`config.mk`:
```
export PLATFORM = sky130hd
export DESIGN_NAME = telemetry_frame_serializer
export DESIGN_NICKNAME = d
export VERILOG_FILES = /design/src/hdl/tfs_pkg.sv /design/src/hdl/tfs_scale.sv /design/src/hdl/tfs_serializer.sv /design/src/hdl/telemetry_frame_serializer.sv
export SDC_FILE = /design/constraint.sdc
export NUM_CORES = 1
export LEC_CHECK = 0
export ABC_AREA = 1
export BUFFER_PORTS_ARGS = -buffer_cell sky130_fd_sc_hd__buf_4
export CAP_MARGIN = 30
export CORE_MARGIN = 5
export CORE_UTILIZATION = 30
export CTS_CLUSTER_DIAMETER = 120
export DETAILED_ROUTE_END_ITERATION = 7
export PLACE_DENSITY = 0.43
export SYNTH_ARGS = -nofsm -noshare
export SYNTH_HDL_FRONTEND = slang
export SYNTH_SLANG_ARGS = --single-unit
```
`constraint.sdc`:
```
create_clock -name clk -period 21 [get_ports clk]
set_clock_uncertainty 0.05 [all_clocks]
set_input_delay 2.1 -clock clk [delete_from_list [all_inputs] [get_ports clk]]
set_output_delay 2.1 -clock clk [all_outputs]
set_load 0.05 [all_outputs]
```
`src/hdl/tfs_pkg.sv`:
```
// Shared types and constants for the telemetry frame serializer.
package tfs_pkg;

    localparam int WORD_W    = 16;
    localparam int VALUE_W   = 24;
    localparam int PROD_W    = 31;
    localparam int NUM_WORDS = 9;
    localparam int POS_W     = 5;

    localparam logic [1:0] OP_PID   = 2'd0;
    localparam logic [1:0] OP_EULER = 2'd1;
    localparam logic [1:0] OP_RAW   = 2'd2;

    localparam logic [7:0] HDR_BYTE       = 8'hAA;
    localparam logic [7:0] TARGET_RESET   = 8'hFF;
    localparam logic [7:0] CODE_PID       = 8'h0A;
    localparam logic [7:0] CODE_EULER     = 8'h03;
    localparam logic [7:0] CODE_RAW_IMU   = 8'h01;
    localparam logic [7:0] CODE_RAW_MAG   = 8'h02;
    localparam logic [7:0] LEN_PID        = 8'd6;
    localparam logic [7:0] LEN_EULER      = 8'd7;
    localparam logic [7:0] LEN_RAW_IMU    = 8'd13;
    localparam logic [7:0] LEN_RAW_MAG    = 8'd14;
    localparam logic [7:0] STATUS_OK      = 8'h01;

    localparam logic signed [7:0] CENTI_SCALE = 8'sd100;

    localparam logic [POS_W-1:0] BODY_PID     = 5'd10;
    localparam logic [POS_W-1:0] BODY_EULER   = 5'd11;
    localparam logic [POS_W-1:0] BODY_RAW_IMU = 5'd17;
    localparam logic [POS_W-1:0] BODY_RAW_MAG = 5'd18;
    localparam logic [POS_W-1:0] HDR_LEN      = 5'd4;

    typedef struct packed {
        logic [1:0]                op;
        logic signed [VALUE_W-1:0] value0;
        logic signed [VALUE_W-1:0] value1;
        logic signed [VALUE_W-1:0] value2;
        logic signed [WORD_W-1:0]  gyro_x;
        logic signed [WORD_W-1:0]  gyro_y;
        logic signed [WORD_W-1:0]  gyro_z;
        logic signed [WORD_W-1:0]  mag_x;
        logic signed [WORD_W-1:0]  mag_y;
        logic signed [WORD_W-1:0]  mag_z;
    } req_t;

    typedef struct packed {
        logic [7:0] data_byte;
        logic       frame_end;
        logic       run_last;
    } frm_t;

    typedef struct packed {
        logic [1:0]                       op;
        logic [2:0][PROD_W-1:0]           prod;
        logic [NUM_WORDS-1:0][WORD_W-1:0] word;
    } scl_t;

endpackage

```
`src/hdl/tfs_scale.sv`:
```
// Input stage: registers the request and the Q.8 times 100 products.
module tfs_scale (
    input  logic          clk,
    input  logic          rst_n,
    input  logic          req_valid,
    output logic          req_ready,
    input  tfs_pkg::req_t req,
    output logic          scl_valid,
    input  logic          scl_ready,
    output tfs_pkg::scl_t scl
);
    import tfs_pkg::*;

    logic vld_reg;
    scl_t scl_reg;
    scl_t scl_next;

    assign req_ready = !vld_reg || scl_ready;
    assign scl_valid = vld_reg;
    assign scl       = scl_reg;

    always_comb
    begin
        scl_next.op      = req.op;
        scl_next.prod[0] = PROD_W'(PROD_W'(req.value0) * PROD_W'(CENTI_SCALE));
        scl_next.prod[1] = PROD_W'(PROD_W'(req.value1) * PROD_W'(CENTI_SCALE));
        scl_next.prod[2] = PROD_W'(PROD_W'(req.value2) * PROD_W'(CENTI_SCALE));
        scl_next.word[0] = req.value0[WORD_W-1:0];
        scl_next.word[1] = req.value1[WORD_W-1:0];
        scl_next.word[2] = req.value2[WORD_W-1:0];
        scl_next.word[3] = req.gyro_x;
        scl_next.word[4] = req.gyro_y;
        scl_next.word[5] = req.gyro_z;
        scl_next.word[6] = req.mag_x;
        scl_next.word[7] = req.mag_y;
        scl_next.word[8] = req.mag_z;
    end

    always_ff @(posedge clk or negedge rst_n)
    begin
        if (!rst_n)
        begin
            vld_reg <= 1'b0;
        end
        else if (req_ready)
        begin
            vld_reg <= req_valid;
        end
    end

    always_ff @(posedge clk)
    begin
        if (req_valid && req_ready)
        begin
            scl_reg <= scl_next;
        end
    end

endmodule

```
`src/hdl/tfs_serializer.sv`:
```
// Frame builder: walks one request's frames, a byte per cycle unless stalled, with running checksums.
module tfs_serializer (
    input  logic          clk,
    input  logic          rst_n,
    input  logic          scl_valid,
    output logic          scl_ready,
    input  tfs_pkg::scl_t scl,
    input  logic [7:0]    target_address,
    output logic          frm_valid,
    input  logic          frm_ready,
    output tfs_pkg::frm_t frm
);
    import tfs_pkg::*;

    logic                             busy_reg;
    logic                             second_reg;
    logic [1:0]                       op_reg;
    logic [NUM_WORDS-1:0][WORD_W-1:0] word_reg;
    logic [NUM_WORDS-1:0][WORD_W-1:0] word_next;
    logic [POS_W-1:0]                 pos_reg;
    logic [7:0]                       sum_reg;
    logic [7:0]                       chk_reg;
    logic                             out_vld_reg;
    frm_t                             frm_reg;

    logic             out_take;
    logic             emit;
    logic             load;
    logic [POS_W-1:0] body_len;
    logic [7:0]       code_byte;
    logic [7:0]       len_byte;
    logic [3:0]       num_words;
    logic [3:0]       word_base;
    logic [3:0]       word_off;
    logic [3:0]       word_idx;
    logic [WORD_W-1:0] cur_word;
    logic [POS_W-1:0] body_pos;
    logic [7:0]       cur_byte;
    logic             at_sum;
    logic             at_chk;
    logic             run_end;
    logic [PROD_W-1:0] biased [3];

    assign out_take  = !out_vld_reg || frm_ready;
    assign emit      = busy_reg && out_take;
    assign scl_ready = !busy_reg || (emit && run_end);
    assign load      = scl_valid && scl_ready;
    assign frm_valid = out_vld_reg;
    assign frm       = frm_reg;

    always_comb
    begin
        case (op_reg)
            OP_PID:
            begin
                body_len  = BODY_PID;
                code_byte = CODE_PID;
                len_byte  = LEN_PID;
                num_words = 4'd3;
            end
            OP_EULER:
            begin
                body_len  = BODY_EULER;
                code_byte = CODE_EULER;
                len_byte  = LEN_EULER;
                num_words = 4'd3;
            end
            default:
            begin
                body_len  = second_reg ? BODY_RAW_MAG : BODY_RAW_IMU;
                code_byte = second_reg ? CODE_RAW_MAG : CODE_RAW_IMU;
                len_byte  = second_reg ? LEN_RAW_MAG : LEN_RAW_IMU;
                num_words = second_reg ? 4'd3 : 4'd6;
            end
        endcase
    end

    always_comb
    begin
        body_pos  = pos_reg - HDR_LEN;
        word_off  = 4'(body_pos >> 1);
        word_base = second_reg ? 4'd6 : 4'd0;
        word_idx  = word_base + word_off;
        cur_word  = '0;
        at_sum    = (pos_reg == body_len);
        at_chk    = (pos_reg == body_len + POS_W'(1));
        run_end   = at_chk && ((op_reg != OP_RAW) || second_reg);
        cur_byte  = 8'h00;
        if (pos_reg < HDR_LEN)
        begin
            case (pos_reg[1:0])
                2'd0:    cur_byte = HDR_BYTE;
                2'd1:    cur_byte = target_address;
                2'd2:    cur_byte = code_byte;
                default: cur_byte = len_byte;
            endcase
        end
        else if (pos_reg < body_len)
        begin
            if (word_off < num_words)
            begin
                cur_word = word_reg[word_idx];
                cur_byte = pos_reg[0] ? cur_word[15:8] : cur_word[7:0];
            end
            else if ((op_reg != OP_PID) && (pos_reg == body_len - POS_W'(1)))
            begin
                cur_byte = STATUS_OK;
            end
        end
        else if (at_sum)
        begin
            cur_byte = sum_reg;
        end
        else
        begin
            cur_byte = chk_reg;
        end
    end

    // Q.8 hundredths: bias negatives so the shift truncates toward zero
    always_comb
    begin
        word_next = scl.word;
        for (int i = 0; i < 3; i++)
        begin
            biased[i] = scl.prod[i] + (scl.prod[i][PROD_W-1] ? PROD_W'(255) : '0);
            if (scl.op != OP_RAW)
            begin
                word_next[i] = biased[i][8 +: WORD_W];
            end
        end
    end

    always_ff @(posedge clk or negedge rst_n)
    begin
        if (!rst_n)
        begin
            busy_reg    <= 1'b0;
            second_reg  <= 1'b0;
            pos_reg     <= '0;
            sum_reg     <= '0;
            chk_reg     <= '0;
            out_vld_reg <= 1'b0;
        end
        else
        begin
            if (out_take)
            begin
                out_vld_reg <= busy_reg;
            end
            if (load)
            begin
                busy_reg   <= (scl.op == OP_PID) || (scl.op == OP_EULER) || (scl.op == OP_RAW);
                second_reg <= 1'b0;
                pos_reg    <= '0;
                sum_reg    <= '0;
                chk_reg    <= '0;
            end
            else if (emit)
            begin
                if (at_chk)
                begin
                    sum_reg    <= '0;
                    chk_reg    <= '0;
                    pos_reg    <= '0;
                    second_reg <= 1'b1;
                    if (run_end)
                    begin
                        busy_reg <= 1'b0;
                    end
                end
                else if (at_sum)
                begin
                    pos_reg <= pos_reg + POS_W'(1);
                end
                else
                begin
                    sum_reg <= sum_reg + cur_byte;
                    chk_reg <= chk_reg + sum_reg + cur_byte;
                    pos_reg <= pos_reg + POS_W'(1);
                end
            end
        end
    end

    always_ff @(posedge clk)
    begin
        if (load)
        begin
            op_reg   <= scl.op;
            word_reg <= word_next;
        end
        if (emit)
        begin
            frm_reg.data_byte <= cur_byte;
            frm_reg.frame_end <= at_chk;
            frm_reg.run_last  <= run_end;
        end
    end

endmodule

```
`src/hdl/telemetry_frame_serializer.sv`:
```
// Path: a request is registered in the scale stage, loaded into the serializer, then sent from the output register.
// Throughput: one byte per cycle from the output register unless frm_ready stalls;
// the next request's first byte follows the previous last byte with no gap
// when that request is already waiting in the scale stage.
// Reset: clears all valid and sequencing state; target_address returns to 0xFF.
// Top level of the telemetry frame serializer.
module telemetry_frame_serializer (
    input  logic          clk,
    input  logic          rst_n,
    input  logic          cfg_we,
    input  logic [7:0]    cfg_data,
    input  logic          req_valid,
    output logic          req_ready,
    input  tfs_pkg::req_t req,
    output logic          frm_valid,
    input  logic          frm_ready,
    output tfs_pkg::frm_t frm
);
    import tfs_pkg::*;

    logic [7:0] target_reg;
    logic       scl_valid;
    logic       scl_ready;
    scl_t       scl;

    always_ff @(posedge clk or negedge rst_n)
    begin
        if (!rst_n)
        begin
            target_reg <= TARGET_RESET;
        end
        else if (cfg_we)
        begin
            target_reg <= cfg_data;
        end
    end

    tfs_scale u_scale (
        .clk       (clk),
        .rst_n     (rst_n),
        .req_valid (req_valid),
        .req_ready (req_ready),
        .req       (req),
        .scl_valid (scl_valid),
        .scl_ready (scl_ready),
        .scl       (scl)
    );

    tfs_serializer u_ser (
        .clk            (clk),
        .rst_n          (rst_n),
        .scl_valid      (scl_valid),
        .scl_ready      (scl_ready),
        .scl            (scl),
        .target_address (target_reg),
        .frm_valid      (frm_valid),
        .frm_ready      (frm_ready),
        .frm            (frm)
    );

`ifndef ASSERT_OFF
    a_last_ends_frame: assert property (@(posedge clk) disable iff (!rst_n)
        frm_valid |-> (!frm.run_last || frm.frame_end))
        else $error("run_last without frame_end");

    a_stall_means_full: assert property (@(posedge clk) disable iff (!rst_n)
        !req_ready |-> (scl_valid && !scl_ready))
        else $error("input stalled while scale stage can move");

    a_busy_drains: assert property (@(posedge clk) disable iff (!rst_n)
        (scl_valid && !scl_ready) |=> frm_valid)
        else $error("serializer holds off input without producing bytes");
`endif

endmodule
```
==> impl_metrics.toml <==
[outcome]
outcome = "finished clean"

[routing]
met2_length_mm = 30.5
first_iter_violations = 792
wl_per_cell_um = 17.1
drc_errors = 0
wl_met3_mm = 2.35
first_pass_iters = 7
top_layer = "met4"
vias = 16576
wl_met1_mm = 28.6
wl_mm = 62.8
viasPerCell = 4.51
ant_nets = 0

[job]
cap_violations = 0

[setup_path]
r2r_cells = 22
worstReg2RegEnd = "u_ser.chk_reg[7]"
critical_path.max_fanout = 38
timing.rr.start = "u_ser.pos_reg[2]"
worstSetupPathType = "reg -> reg"
critical_path_required_ps = 21410
endpoint_kind = "register"
r2r_setup_slack_ps = 15350
crit_path_start_kind = "register"
critical_path_arrival_ps = 6060

[min_path]
hp-start = "u_scale.scl[103]"
min_to = "u_ser.word_reg[103]"
whs_path_depth = 0
min_path_type = "reg -> reg"

[floorplan]
dieHeight_um = 294
die_w_um = 294
core_area_mm2 = 0.0803
rows = 104
ioPinCount = 195
start_util = 0.302
dieArea_mm2 = 0.0865

[clocking]
hold_buffers = 0
clk_pin_slew_ps = 60
cts-buffers-inserted = 45
cts_setup_buffers = 0
cts_max_level = 2
cts_resized = 0
clk_latency_ps = 580
cts_num_sinks = 395
cts_tree = "yes"
ctsLongestPathBuffers = 3
cts-root-buf = "clkbuf_16"

[synth]
ys.flop_type = "edfxtp_1"
synthMuxAreaShare = 0.00232
synth.top_cell.area_share = 0.449
yosys.area_share.adder = 0.197
netlist_area_mm2 = 0.0242
ys_warn_count = 0
synth-simple-area-share = 0.134
synth_top_area_cell = "edfxtp_1"
synth_edf_count = 362
synth_xor_area_frac = 0.0275
synth_fp_nets = 2893
synth-compound-area-share = 0.0723
synth_top_family_by_area = "adder cells"
synth_cell_types = 61
ys_seq_elements = 395
synth_cells = 2375
synth.area.top_cells = "edfxtp_1, ha_1, inv_1, fa_1, nand2_1"
async_reset_ff_frac = 0.0835
seq_area_frac_synth = 0.483
syn_area_per_cell_um2 = 10.2

[layout]
fin_nets = 3100
largest_reg_flops = 206
synthToLayoutAreaGrowth_pct = 17.4
final_cell_mix = "inv_1, nand2_1, edfxtp_1, ha_1, buf_4"
final_common_cell = "inv_1"
final_cells = 3679
drive_gt1_frac = 0.133
diodes = 0

[global_route]
grt_start_max_net_pins = 125
globalRouteOverflowTotal = 0
antenna_found_initial = 3
grt_pass1_vias = 17378
grt_usage = 0.144
grt_pass1_wl_mm = 98.2

[timing]
finalCritPeriodShare = 0.269
clock.fmax_mhz = 177
slew_headroom = 0.345
fin_crit_ps = 5650
tns_ps = 0
report.final.hold_viol_count = 0
tightest_slew_ps = 982
setup_viol = 0
rsz0062_at_grt = "no"
drv_slew = 0

[placement]
gp_congestion = 0.856
dp.cells = 3595
io_buffers = 194
dp_hpwl_mm = 47.7

[power_and_ir_drop]
powerDensity_mw_per_mm2 = 132
leakagePower_nw = 12.9
irDropWorstVdd_mv = 0.147
-- kinds of logic (layout without fill, tap and decap cells) --
kind of cell | count (synthesis) | in the layout
muxes | 5 | 5
and+or+nand+nor | 747 | 747
AOI/OAI and AO/OA | 300 | 300
DFF | 395 | 395
adders and majority gates | 335 | 335
xor gates and xnor gates | 76 | 76
buffers and inverters | 517 | 761
-- layer usage --
metal | vias to the layer above | track usage
met5 | - | 0
li1 | 8331 | -
met1 | 7856 | 0.193
met2 | 312 | 0.249
met4 | 0 | 0.0335
met3 | 77 | 0.0195
-- final cells by class --
type	count	area [um2]
multi-input cells	1463	10500
flip-flops and latches	395	11700
clock inverters	29	305
fillers	8112	51800
inverters	473	1790
repair buffers	204	1610
clock buffers	55	1210
well taps	1060	1330
-- cell usage after synthesis (7+ instances only) --
library cell and instances:
o211ai_1 11, nand4_1 22, buf_6 7, inv_2 12
edfxtp_1 362, xor2_1 47, buf_2 10, a21oi_1 106
o21ai_1 17, nand3_1 155, fa_1 76, nand2_1 405
a31oi_1 15, clkbuf_1 19, dfrtp_1 25, nor2_1 114
o221ai_1 7, inv_1 459, ha_1 259, a21o_1 7
dfstp_2 8, xnor2_1 29, buf_4 8, o31ai_1 11
o21ai_0 94, nor3_1 13
-- worst max path at each step --
stage | from | endpoint | slack, ps
3_5_place_dp | u_ser.pos_reg[2] | u_ser.sum_reg[6] | 15270
6_report | u_ser.pos_reg[2] | u_ser.chk_reg[7] | 15350
3_3_place_gp | u_ser.pos_reg[2] | u_ser.chk_reg[7] | 15220
5_1_grt | u_ser.pos_reg[2] | u_ser.sum_reg[6] | 14960
4_1_cts | u_ser.pos_reg[2] | u_ser.sum_reg[6] | 15270
2_1_floorplan | frm_ready | u_scale.scl[0] | 13590
-- stage by stage --
step           total power [mW]  hold slack [ps]  area (um2)  setup WS (ps)   util
2_1_floorplan              2.47              350       24200          13590      -
3_3_place_gp               2.97              351       26800          15220  0.334
3_5_place_dp               3.00              355       26900          15270  0.335
4_1_cts                    3.84              349       28400          15270  0.354
5_1_grt                    4.09              369       28400          14960  0.354
6_report                   3.77              354       28400          15350  0.354
-- report_power, final --
part	internal [mW]	switching (mW)	total, mW
logic	0.609	1.18	1.79
registers	1.09	0.0836	1.17
clock network	0.474	0.332	0.806
total	2.17	1.60	3.77
-- worst max-delay path: stages (launching register included) --
cell and delay, ps:
dfrtp_1 490, inv_2 130, ha_1 360, fa_2 1120, inv_1 570, o221ai_1 240, nand3_1 120, nand3_1 90
nand3_1 100, a21oi_2 220, inv_2 60, fa_1 470, inv_1 70, fa_1 470, nand3_1 140, nand2_1 60
nand2_1 80, nand2_1 60, a21oi_1 170, xor2_1 200, nand3_1 100, nand3_1 100, nand2_1 60
Note: power is estimated with default switching activity, not from simulation.
